--- src/hw/rtl/http_request_line_validator_unit_macros.svh ---
// ----------------------------------------------------------------------------
// HTTP request line validator: assertion macros
// Shared clocked concurrent property helpers for the validator modules.
// ----------------------------------------------------------------------------
`ifndef HTTP_REQUEST_LINE_VALIDATOR_UNIT_MACROS_SVH
`define HTTP_REQUEST_LINE_VALIDATOR_UNIT_MACROS_SVH

// Same-cycle implication, checked on every rising edge out of reset
`define HRLV_ASSERT_NOW(label, ante, cons, msg) \
   label: assert property (@(posedge clock) disable iff (reset) (ante) |-> (cons)) \
      else $error(msg);

// Next-cycle implication
`define HRLV_ASSERT_NEXT(label, ante, cons, msg) \
   label: assert property (@(posedge clock) disable iff (reset) (ante) |=> (cons)) \
      else $error(msg);

`endif

--- src/hw/rtl/hrlv_pkg.sv ---
// ----------------------------------------------------------------------------
// HTTP request line validator: shared package
// Byte classes, parser state, status codes and constants.
// ----------------------------------------------------------------------------
package hrlv_pkg;

   // Header lines counted before saturation
   localparam logic [3:0] HEADER_LIMIT = 4'd10;

   // Queue between classifier and parser
   localparam int QUEUE_DEPTH = 4;
   localparam int Q_PTR_W     = $clog2(QUEUE_DEPTH);
   localparam int Q_CNT_W     = $clog2(QUEUE_DEPTH + 1);

   // Character constants
   localparam logic [7:0] CH_CR    = 8'd13;
   localparam logic [7:0] CH_LF    = 8'd10;
   localparam logic [7:0] CH_SP    = 8'h20;
   localparam logic [7:0] CH_DEL   = 8'h7F;
   localparam logic [7:0] CH_SLASH = 8'h2F;
   localparam logic [7:0] CH_DOT   = 8'h2E;

   // Header line position codes
   localparam logic [1:0] LP_START = 2'd0;
   localparam logic [1:0] LP_CR    = 2'd1;
   localparam logic [1:0] LP_TEXT  = 2'd2;

   // Verb candidate bits
   localparam logic [1:0] VC_GET  = 2'b01;
   localparam logic [1:0] VC_POST = 2'b10;
   localparam logic [1:0] VC_BOTH = 2'b11;

   typedef enum logic [2:0] {
      ST_OK          = 3'd0,
      ST_IO          = 3'd1,
      ST_BAD_VERB    = 3'd2,
      ST_BAD_PATH    = 3'd3,
      ST_BAD_VERSION = 3'd4
   } status_type;

   typedef enum logic [3:0] {
      PH_SKIP    = 4'd0,
      PH_VERB    = 4'd1,
      PH_GAP     = 4'd2,
      PH_PATH    = 4'd3,
      PH_VERS    = 4'd4,
      PH_BADVERB = 4'd5,
      PH_BADPATH = 4'd6,
      PH_BADVERS = 4'd7,
      PH_HEAD    = 4'd8,
      PH_TAIL    = 4'd9,
      PH_DONE    = 4'd10
   } phase_type;

   // Classified request byte
   typedef struct packed {
      logic end_marker;
      logic is_sp;
      logic is_cr;
      logic is_lf;
      logic is_slash;
      logic path_ok;
      logic vers_ok;
      logic is_g;
      logic is_e;
      logic is_t;
      logic is_p;
      logic is_o;
      logic is_s;
   } token_type;

   localparam token_type CR_TOKEN = '{is_cr: 1'b1, default: 1'b0};

   // Parser state
   typedef struct packed {
      phase_type   phase;
      logic [2:0]  vpos;
      logic [1:0]  vcand;
      logic [15:0] path_cnt;
      logic [15:0] vers_cnt;
      logic [3:0]  hdr_cnt;
      logic [1:0]  line_pos;
      logic        bare;
      logic        pend_cr;
   } back_state_type;

   localparam back_state_type BACK_RESET = '{
      phase:    PH_SKIP,
      vpos:     3'd0,
      vcand:    VC_BOTH,
      path_cnt: 16'd0,
      vers_cnt: 16'd0,
      hdr_cnt:  4'd0,
      line_pos: LP_START,
      bare:     1'b0,
      pend_cr:  1'b0
   };

   // Queue handshake between the front and back ends
   typedef struct packed {
      logic      valid;
      token_type tok;
   } queue_out_type;

endpackage

--- src/hw/rtl/hrlv_front.sv ---
// ----------------------------------------------------------------------------
// HTTP request line validator: front end
// Accepts request bytes and reduces each to a set of character class flags.
// ----------------------------------------------------------------------------
module hrlv_front
   import hrlv_pkg::*;
(
   input  logic       req_valid,
   input  logic [7:0] req_data_byte,
   input  logic       req_end_marker,
   output logic       req_stall,
   input  logic       q_full,
   output logic       push,
   output token_type  push_tok
);

   logic [7:0] b;

   assign b = req_data_byte;

   // Accept whenever the queue has room
   assign req_stall = q_full;
   assign push      = req_valid && !q_full;

   // Character classes
   always_comb begin
      push_tok            = '0;
      push_tok.end_marker = req_end_marker;
      push_tok.is_sp      = (b == CH_SP);
      push_tok.is_cr      = (b == CH_CR);
      push_tok.is_lf      = (b == CH_LF);
      push_tok.is_slash   = (b == CH_SLASH);
      push_tok.path_ok    = (b inside {[8'h30:8'h39], [8'h41:8'h5A], [8'h61:8'h7A]})
                            || (b == CH_DOT) || (b == CH_SLASH);
      push_tok.vers_ok    = (b > CH_SP) && (b < CH_DEL);
      push_tok.is_g       = (b == 8'h47);
      push_tok.is_e       = (b == 8'h45);
      push_tok.is_t       = (b == 8'h54);
      push_tok.is_p       = (b == 8'h50);
      push_tok.is_o       = (b == 8'h4F);
      push_tok.is_s       = (b == 8'h53);
   end

endmodule

--- src/hw/rtl/hrlv_queue.sv ---
// ----------------------------------------------------------------------------
// HTTP request line validator: token queue
// Short FIFO that decouples the classifier from the parser.
// ----------------------------------------------------------------------------
`include "http_request_line_validator_unit_macros.svh"

module hrlv_queue
   import hrlv_pkg::*;
(
   input  logic          clock,
   input  logic          reset,
   input  logic          push,
   input  token_type     push_tok,
   output logic          full,
   input  logic          pop,
   output queue_out_type head
);

   token_type            mem_ff [QUEUE_DEPTH];
   logic [Q_PTR_W-1:0]   wr_ptr_ff;
   logic [Q_PTR_W-1:0]   rd_ptr_ff;
   logic [Q_CNT_W-1:0]   count_ff;
   logic                 push_ok;
   logic                 pop_ok;

   assign full      = (count_ff == Q_CNT_W'(QUEUE_DEPTH));
   assign push_ok   = push && !full;
   assign pop_ok    = pop && (count_ff != '0);
   assign head.valid = (count_ff != '0);
   assign head.tok   = mem_ff[rd_ptr_ff];

   // Storage
   always_ff @(posedge clock) begin
      if (push_ok) begin
         mem_ff[wr_ptr_ff] <= push_tok;
      end
   end

   // Pointers and fill count
   always_ff @(posedge clock) begin
      if (reset) begin
         wr_ptr_ff <= '0;
         rd_ptr_ff <= '0;
         count_ff  <= '0;
      end else begin
         if (push_ok) begin
            wr_ptr_ff <= wr_ptr_ff + Q_PTR_W'(1);
         end
         if (pop_ok) begin
            rd_ptr_ff <= rd_ptr_ff + Q_PTR_W'(1);
         end
         if (push_ok && !pop_ok) begin
            count_ff <= count_ff + Q_CNT_W'(1);
         end else if (pop_ok && !push_ok) begin
            count_ff <= count_ff - Q_CNT_W'(1);
         end
      end
   end

   `HRLV_ASSERT_NOW(a_q_bound, 1'b1, count_ff <= Q_CNT_W'(QUEUE_DEPTH), "queue overfilled")
   `HRLV_ASSERT_NOW(a_q_ptrs, 1'b1,
      (wr_ptr_ff - rd_ptr_ff) == count_ff[Q_PTR_W-1:0], "pointer skew")
   `HRLV_ASSERT_NEXT(a_q_up, push_ok && !pop_ok,
      count_ff == $past(count_ff) + Q_CNT_W'(1), "count up")

endmodule

--- src/hw/rtl/hrlv_back.sv ---
// ----------------------------------------------------------------------------
// HTTP request line validator: back end
// Runs the request parser on classified bytes and holds the verdict register.
// ----------------------------------------------------------------------------
`include "http_request_line_validator_unit_macros.svh"

module hrlv_back
   import hrlv_pkg::*;
(
   input  logic          clock,
   input  logic          reset,
   input  queue_out_type head,
   output logic          pop,
   output logic          rsp_valid,
   input  logic          rsp_stall,
   output logic [2:0]    rsp_status,
   output logic          rsp_verb_code,
   output logic [15:0]   rsp_path_length,
   output logic [15:0]   rsp_version_length,
   output logic [3:0]    rsp_header_count
);

   back_state_type st_ff;
   back_state_type st_in;
   back_state_type snap;
   logic           emit;
   status_type     code;

   logic           rsp_valid_ff;
   status_type     rsp_status_ff;
   logic           rsp_verb_ff;
   logic [15:0]    rsp_path_ff;
   logic [15:0]    rsp_vers_ff;
   logic [3:0]     rsp_hdr_ff;
   logic           verb_in;

   function automatic logic [15:0] sat_inc(input logic [15:0] v);
      return (v == 16'hFFFF) ? v : v + 16'd1;
   endfunction

   // One verb byte against GET and POST
   function automatic back_state_type verb_byte(input back_state_type s, input token_type t);
      back_state_type r;
      logic           get_hit;
      logic           post_hit;
      r        = s;
      get_hit  = (s.vpos == 3'd0 && t.is_g) || (s.vpos == 3'd1 && t.is_e) ||
                 (s.vpos == 3'd2 && t.is_t);
      post_hit = (s.vpos == 3'd0 && t.is_p) || (s.vpos == 3'd1 && t.is_o) ||
                 (s.vpos == 3'd2 && t.is_s) || (s.vpos == 3'd3 && t.is_t);
      if (!get_hit) r.vcand[0] = 1'b0;
      if (!post_hit) r.vcand[1] = 1'b0;
      if (s.vpos != 3'd7) r.vpos = s.vpos + 3'd1;
      if (r.vcand == 2'b00) r.phase = PH_BADVERB;
      return r;
   endfunction

   function automatic back_state_type verb_end(input back_state_type s);
      back_state_type r;
      r = s;
      if (s.vcand[0] && s.vpos == 3'd3) begin
         r.vcand = VC_GET;
         r.phase = PH_GAP;
      end else if (s.vcand[1] && s.vpos == 3'd4) begin
         r.vcand = VC_POST;
         r.phase = PH_GAP;
      end else begin
         r.phase = PH_BADVERB;
      end
      return r;
   endfunction

   // One request-line byte other than LF
   function automatic back_state_type line_byte(input back_state_type s, input token_type t);
      back_state_type r;
      r = s;
      case (s.phase)
         PH_SKIP: begin
            if (!t.is_sp) begin
               r.phase = PH_VERB;
               r       = verb_byte(r, t);
            end
         end
         PH_VERB: begin
            if (t.is_sp) r = verb_end(s);
            else r = verb_byte(s, t);
         end
         PH_GAP: begin
            if (!t.is_sp) begin
               if (t.is_slash) begin
                  r.phase    = PH_PATH;
                  r.path_cnt = sat_inc(s.path_cnt);
               end else begin
                  r.phase = PH_BADPATH;
               end
            end
         end
         PH_PATH: begin
            if (t.is_sp) r.phase = PH_VERS;
            else if (!t.path_ok) r.phase = PH_BADPATH;
            else r.path_cnt = sat_inc(s.path_cnt);
         end
         PH_VERS: begin
            if (!t.vers_ok) r.phase = PH_BADVERS;
            else r.vers_cnt = sat_inc(s.vers_cnt);
         end
         default: ;
      endcase
      return r;
   endfunction

   // LF that closes the request line
   function automatic void line_end(input back_state_type s, output back_state_type r,
                                    output logic e, output status_type c);
      r = s;
      e = 1'b1;
      c = ST_BAD_VERSION;
      case (s.phase)
         PH_SKIP:    c = ST_BAD_VERB;
         PH_VERB: begin
            r = verb_end(s);
            c = (r.phase == PH_BADVERB) ? ST_BAD_VERB : ST_BAD_PATH;
         end
         PH_GAP:     c = ST_BAD_PATH;
         PH_PATH:    c = ST_BAD_VERSION;
         PH_VERS: begin
            if (s.vers_cnt != 16'd0) begin
               e          = 1'b0;
               r.phase    = PH_HEAD;
               r.line_pos = LP_START;
               r.bare     = 1'b0;
            end
         end
         PH_BADVERB: c = ST_BAD_VERB;
         PH_BADPATH: c = ST_BAD_PATH;
         default:    c = ST_BAD_VERSION;
      endcase
   endfunction

   // Take a token when the verdict register is free or draining
   assign pop = head.valid && (!rsp_valid_ff || !rsp_stall);

   // Next state
   always_comb begin
      back_state_type s;
      back_state_type s2;
      logic           e2;
      status_type     c2;
      logic           line_closed;
      s           = st_ff;
      s2          = st_ff;
      e2          = 1'b0;
      c2          = ST_OK;
      line_closed = 1'b0;
      emit        = 1'b0;
      code        = ST_OK;
      snap        = st_ff;
      if (pop) begin
         if (head.tok.end_marker) begin
            if (s.phase != PH_DONE) begin
               emit = 1'b1;
               code = ((s.phase == PH_HEAD || s.phase == PH_TAIL) &&
                       s.line_pos == LP_START && s.bare) ? ST_OK : ST_IO;
            end
            snap = s;
            s    = BACK_RESET;
         end else if (s.phase == PH_DONE) begin
            s = st_ff;
         end else if (s.phase == PH_HEAD || s.phase == PH_TAIL) begin
            if (head.tok.is_lf) begin
               if (s.phase == PH_HEAD) begin
                  if (s.line_pos == LP_CR) s.phase = PH_TAIL;
                  else if (s.hdr_cnt < HEADER_LIMIT) s.hdr_cnt = s.hdr_cnt + 4'd1;
               end
               s.bare     = (s.line_pos == LP_CR);
               s.line_pos = LP_START;
            end else if (s.line_pos == LP_START && head.tok.is_cr) begin
               s.line_pos = LP_CR;
            end else begin
               s.line_pos = LP_TEXT;
            end
         end else begin
            if (s.pend_cr) begin
               s.pend_cr = 1'b0;
               if (head.tok.is_lf) begin
                  line_end(s, s2, e2, c2);
                  s           = s2;
                  line_closed = 1'b1;
               end else begin
                  s = line_byte(s, CR_TOKEN);
               end
            end
            if (!line_closed) begin
               if (head.tok.is_lf) begin
                  line_end(s, s2, e2, c2);
                  s = s2;
               end else if (head.tok.is_cr) begin
                  s.pend_cr = 1'b1;
               end else begin
                  s = line_byte(s, head.tok);
               end
            end
            if (e2) begin
               emit    = 1'b1;
               code    = c2;
               snap    = s;
               s.phase = PH_DONE;
            end
         end
      end
      st_in = s;
   end

   // Verdict fields
   always_comb begin
      case (snap.phase)
         PH_GAP, PH_PATH, PH_VERS, PH_BADPATH, PH_BADVERS, PH_HEAD, PH_TAIL:
            verb_in = (snap.vcand == VC_POST);
         default:
            verb_in = 1'b0;
      endcase
   end

   // Parser state
   always_ff @(posedge clock) begin
      if (reset) begin
         st_ff <= BACK_RESET;
      end else begin
         st_ff <= st_in;
      end
   end

   // Verdict register
   always_ff @(posedge clock) begin
      if (reset) begin
         rsp_valid_ff <= 1'b0;
      end else if (pop && emit) begin
         rsp_valid_ff <= 1'b1;
      end else if (!rsp_stall) begin
         rsp_valid_ff <= 1'b0;
      end
   end

   always_ff @(posedge clock) begin
      if (pop && emit) begin
         rsp_status_ff <= code;
         rsp_verb_ff   <= verb_in;
         rsp_path_ff   <= snap.path_cnt;
         rsp_vers_ff   <= snap.vers_cnt;
         rsp_hdr_ff    <= snap.hdr_cnt;
      end
   end

   assign rsp_valid          = rsp_valid_ff;
   assign rsp_status         = rsp_status_ff;
   assign rsp_verb_code      = rsp_verb_ff;
   assign rsp_path_length    = rsp_path_ff;
   assign rsp_version_length = rsp_vers_ff;
   assign rsp_header_count   = rsp_hdr_ff;

   `HRLV_ASSERT_NEXT(a_end_clears, pop && head.tok.end_marker,
      st_ff == BACK_RESET, "no reset at end")
   `HRLV_ASSERT_NOW(a_verb_known,
      st_ff.phase == PH_GAP || st_ff.phase == PH_PATH || st_ff.phase == PH_VERS,
      $onehot(st_ff.vcand), "verb not resolved")
   `HRLV_ASSERT_NOW(a_hdr_bound, 1'b1, st_ff.hdr_cnt <= HEADER_LIMIT, "header count overrun")
   `HRLV_ASSERT_NEXT(a_verdict_load, pop && emit, rsp_valid_ff, "verdict dropped")

endmodule

--- src/hw/rtl/http_request_line_validator_unit.sv ---
// ----------------------------------------------------------------------------
// HTTP request line validator: top level
// Checks a byte stream holding one request and returns one verdict per request.
// ----------------------------------------------------------------------------
// Usage:
//   req_ channel carries one byte per request (req_data_byte), or the end of the
//   stream (req_end_marker = 1). rsp_ channel returns the verdict: status, verb,
//   path and version lengths, and the header line count.
//   A request is taken on a rising edge with valid high and stall low.
//   Throughput: one byte per cycle while no held verdict is stalled; the
//   parser handles one queued byte each cycle and its single state update
//   sets that figure. A verdict shows on rsp_valid once the byte or end
//   marker that decided it has been taken: queue write on the accepting
//   edge, then parser and verdict register when the parser pops it.
//   A 4-entry byte queue sits between the classifier and the parser; while the
//   receiver stalls a held verdict, the parser stops taking bytes, the queue
//   fills, and req_stall rises once the queue is full.
//   Synchronous reset clears the queue, the parser and the verdict register;
//   every end marker also returns the parser to its reset state.
// ----------------------------------------------------------------------------
module http_request_line_validator_unit
   import hrlv_pkg::*;
(
   input  logic        clock,
   input  logic        reset,
   input  logic        req_valid,
   output logic        req_stall,
   input  logic [7:0]  req_data_byte,
   input  logic        req_end_marker,
   output logic        rsp_valid,
   input  logic        rsp_stall,
   output logic [2:0]  rsp_status,
   output logic        rsp_verb_code,
   output logic [15:0] rsp_path_length,
   output logic [15:0] rsp_version_length,
   output logic [3:0]  rsp_header_count
);

   logic          q_full;
   logic          push;
   token_type     push_tok;
   logic          pop;
   queue_out_type head;

   // Byte classifier
   hrlv_front u_front (
      .req_valid      (req_valid),
      .req_data_byte  (req_data_byte),
      .req_end_marker (req_end_marker),
      .req_stall      (req_stall),
      .q_full         (q_full),
      .push           (push),
      .push_tok       (push_tok)
   );

   // Token queue
   hrlv_queue u_queue (
      .clock    (clock),
      .reset    (reset),
      .push     (push),
      .push_tok (push_tok),
      .full     (q_full),
      .pop      (pop),
      .head     (head)
   );

   // Parser and verdict register
   hrlv_back u_back (
      .clock              (clock),
      .reset              (reset),
      .head               (head),
      .pop                (pop),
      .rsp_valid          (rsp_valid),
      .rsp_stall          (rsp_stall),
      .rsp_status         (rsp_status),
      .rsp_verb_code      (rsp_verb_code),
      .rsp_path_length    (rsp_path_length),
      .rsp_version_length (rsp_version_length),
      .rsp_header_count   (rsp_header_count)
   );

endmodule

--- config.mk ---
export PLATFORM = sky130hd
export DESIGN_NAME = http_request_line_validator_unit
export DESIGN_NICKNAME = d
export VERILOG_FILES = /design/src/hw/rtl/hrlv_pkg.sv /design/src/hw/rtl/hrlv_front.sv /design/src/hw/rtl/hrlv_queue.sv /design/src/hw/rtl/hrlv_back.sv /design/src/hw/rtl/http_request_line_validator_unit.sv
export VERILOG_INCLUDE_DIRS = /design/src /design/src/hw/rtl
export SDC_FILE = /design/constraint.sdc
export NUM_CORES = 1
export LEC_CHECK = 0
export ABC_AREA = 1
export BUFFER_PORTS_ARGS = -buffer_cell sky130_fd_sc_hd__buf_4
export CAP_MARGIN = 20
export CORE_MARGIN = 2
export CORE_UTILIZATION = 61
export CTS_BUF_LIST = sky130_fd_sc_hd__clkbuf_8
export CTS_CLUSTER_SIZE = 28
export DETAILED_ROUTE_END_ITERATION = 16
export PLACE_DENSITY = 0.8
export SLEW_MARGIN = 40
export SYNTH_ARGS = -nofsm -noshare
export SYNTH_HDL_FRONTEND = slang
export SYNTH_HIERARCHICAL = 1
export SYNTH_SLANG_ARGS = --single-unit
--- constraint.sdc ---
create_clock -name clock -period 3.45 [get_ports clock]
set_clock_uncertainty 0.05 [all_clocks]
set_input_delay 0.1725 -clock clock [delete_from_list [all_inputs] [get_ports clock]]
set_output_delay 0.1725 -clock clock [all_outputs]
set_load 0.1 [all_outputs]
==> metrics <==
sequential cell area in the final layout=3945 sq um; count of flip-flops with a built-in enable after synthesis=92; data arrival at the endpoint of the critical path=3340 ps; quantity of I/O buffers inserted on ports=54; Residual DRC=0; clock root cell=clkbuf_8; largest driver fanout on the critical path=26; average detailed-routed wire length per instance=between 10 and 15 um; top-level port count=55; clk sink count=151; required time at the worst-slack endpoint=3710 ps; IR drop worst, VDD=0.0004270 V; cells taking the most area after synthesis=edfxtp_1, dfxtp_1, nand2_1; Final period util=89.46%; area enclosed by the die boundary=14910 sq um; actual slew at the worst max-slew pin=713.2 ps; floorplan die height=122.1 um; Rel. slew slack=52.39%; Hold Crit Class=input port to flop; # fillers=around 1100; Net count, final=1129; maximum cell stage delay along the critical path=410 ps; share of total power in the clock network=13.1%; number of register bits inferred by synthesis=151; most repeated cell in the gate-level netlist after synthesis=nand2_1; post-synth design cell area=8512 sq um; worst path cell trace=inv_6 -> o21ai_0 -> o22ai_2 -> inv_2 -> nand2_1 -> nor2_2 -> nand3_1 -> nand2_2 -> ha_1 -> nand4_1 -> nand2_1 -> inv_1 -> nand3_1 -> nand2_1 -> nor3_1 -> nand2_1 -> nand2_1 -> nand2_1 -> o21ai_1 -> o21ai_0 -> a21oi_1; Fin Setup TNS=0 ps; end of the worst register-to-register path=u_back/rsp_verb_code; antenna violations before repair=0; via count of the first global-routing pass=6899; aggregate routed wire length=roughly 19 mm; Fmax=324.0 MHz; CTS tree=done; sw frac=between 50 and 60%; R2R setup slack=360 ps; max_cap viols=0; Core Rows=43; element type at the critical path start=flop; final count of pins violating max slew=0; Pre-Repair DR Iteration Count=8; number of antenna repair diodes=0; register share of total power=28.4%; number of buffer and inverter instances along the worst setup path=3; maximum number of pins on one net before global-route repair=50; share of flip-flops with an asynchronous set or reset=0%; total power per unit cell area=995.8 nW/um^2; Crit Path Class=flop to flop; per-cell via count in the routed design=approximately 5.7; Detail Placement HPWL=13.76 mm; largest delay contributor family on the critical path=simple AND/OR/NAND/NOR gates; NetSw=5087 uW; most frequently used flop master after synthesis=edfxtp_1; Finished Core Util=between 60% and 70%; crit end category=flop; part of the power in combinational logic=58.5%; Core Region=13770 sq um; clk slew on worst S/H paths=90 ps; cell mode on critical path=nand2_1; depth of the worst register-to-register path=21; Post-Layout Inst Area=9412 sq um; outcome=complete, no violations; area growth from synthesis to layout=10.57%; commonest cells in the synthesized netlist=nand2_1, inv_1, nor2_1; insertion delay of the later-clocked pin in the worst-skew pair=450 ps; total cell area at the placement stage=between 9000 and 10000 sq um; leakage dissipation=0.003625 uW; proportion of synthesized chip area in sequential cells=between 40 and 50%; total internal power=about 4300 uW; count of endpoints failing setup in the final report=0; Critical-path top delay cell=dfxtp_2; global router's overall resource usage=27.03%; post-synth top area cell=edfxtp_1; 1st-iter DRT viols=693; number of vias in the routed layout=7421; wire length of the first global-routing pass=32.09 mm; setup repair after global routing missed its margin=false; global-route congestion overflow total=0; Tmin final=3086 ps; synth unique cells=56; area used by multi-input combinational logic=between 3000 and 4000 sq um; share of layout cells above drive strength 1=16.41%; Post-DRT Antenna Nets=0; Initial Utilization=around three fifths; cell count after synthesis=roughly 1100; routability cong.=0.9470; Max Root-Sink Buffers=2; hold path startpoint=req_data_byte[1]; number of clock buffers inserted by TritonCTS=17; Hold EP=u_queue/mem_ff[3][4]; top-area cell type share of the netlist area=32.46%; synthesized area divided by synthesized cell count=7.992 sq um; Post-Syn Nets=1092; deepest level of the CTS H-tree=4; Final Hold Viols=0; floorplan die width=122.1 um; number of warnings reported in the yosys synthesis log=6; Hold Path Cell Cnt=2
## metrics by stage
| stage | power, uW | hold slack (ps) | worst slack (ps) | instances |
|---|---|---|---|---|
| floorplan | 6923 | 191.6 | 672.7 | 1065 |
| global placement | 8079 | 330.2 | 413.0 | 1260 |
| detailed placement | 8139 | 331.3 | 274.8 | 1260 |
| CTS | 9371 | 37.13 | 237.1 | 1295 |
| global route | 9934 | 56.38 | 6.315 | 1295 |
| finish | 9372 | 54.73 | 363.5 | 1295 |
## cell usage in the layout (no fill, tap or decap), drive strengths merged, types with 28 or more instances in the layout
master and n:
inv 144, nand2 218, nand3 67, dfxtp 59, nor2 121, o21ai 83
nor3 28, buf 74, edfxtp 92, a21oi 81
## worst register-to-register path, stage by stage (launching register included)
cell     delay, ps
dfxtp_2        410
inv_6          110
o21ai_0        210
o22ai_2        140
inv_2          150
nand2_1        110
nor2_2         210
nand3_1        110
nand2_2        140
ha_1           190
nand4_1         90
nand2_1         70
inv_1           40
nand3_1         80
nand2_1         80
nor3_1         150
nand2_1         70
nand2_1         70
nand2_1        100
o21ai_1        150
o21ai_0        100
a21oi_1        120
## final cells by class
cell class / instances / share of cell area (%)
Clock inverter: 14 / 1.196
Sequential cell: 151 / 41.92
Tap cell: 180 / 2.393
Timing Repair Buffer: 77 / 6.355
Multi-Input combinational cell: 711 / 39.67
Clock buffer: 18 / 2.632
Inverter: 144 / 5.836
## cell families (layout without fill, tap and decap cells)
logic type	count (synthesis)	after routing	share of synthesized area, %
buffers and inverters	203	253	9.878
DFF	151	151	46.33
and+or+nand+nor	468	468	25.74
adders and majority gates	14	14	2.146
xor gates and xnor gates	14	14	1.441
AOI/OAI and AO/OA	215	215	14.46
## worst max-delay path by stage
stage / start / to / slack (ps) / cells past startpoint
final: flop / u_back/rsp_verb_code / 360 / 21
after global placement: flop / u_back/rsp_verb_code / 410 / 21
after floorplan: u_back/st_ff[8] / u_back/rsp_header_count[0] / 670 / 10
after CTS: flop / u_back/rsp_verb_code / 240 / 21
after global routing: flop / u_back/rsp_verb_code / 6 / 21
after detailed placement: flop / u_back/rsp_verb_code / 270 / 21
## state kept, by name, indices dropped and copies added (netlist names), named ones only
name and flops:
u_queue/mem_ff 52, u_back/st_ff 49, u_back/rsp_path_length 16, u_back/rsp_version_length 16, u_back/rsp_header_count 4, u_back/rsp_status 3
u_queue/count_ff 3, u_queue/rd_ptr_ff 2, u_queue/wr_ptr_ff 2, u_back/rsp_valid 1, u_back/rsp_verb_code 1
## power by group through the flow
stage / logic (uW) / clock network [uW] / registers (uW)
floorplan: 2460 / 0 / 4460
global placement: 5390 / 0 / 2690
detailed placement: 5430 / 0 / 2700
CTS: 5450 / 1250 / 2670
global route: 5900 / 1320 / 2710
finish: 5480 / 1230 / 2660
## timing repair
action,4_1_cts,5_1_grt
endpoints found under the hold margin,9,0
hold buffers,3,0
setup buffers,0,0
endpoints found under the setup margin,0,4
gates resized for setup,0,2
## metal layers
metal | routed length (um) | global-route usage (%) | share of wire [%]
met3 | 1173 | 4.494 | 6.1
met5 | 0 | 0 | 0
met1 | 8259 | 33.99 | 43
met2 | 9439 | 46.51 | 49
met4 | 487 | 10.70 | 2.5
Note: power is estimated with default switching activity, not from simulation.
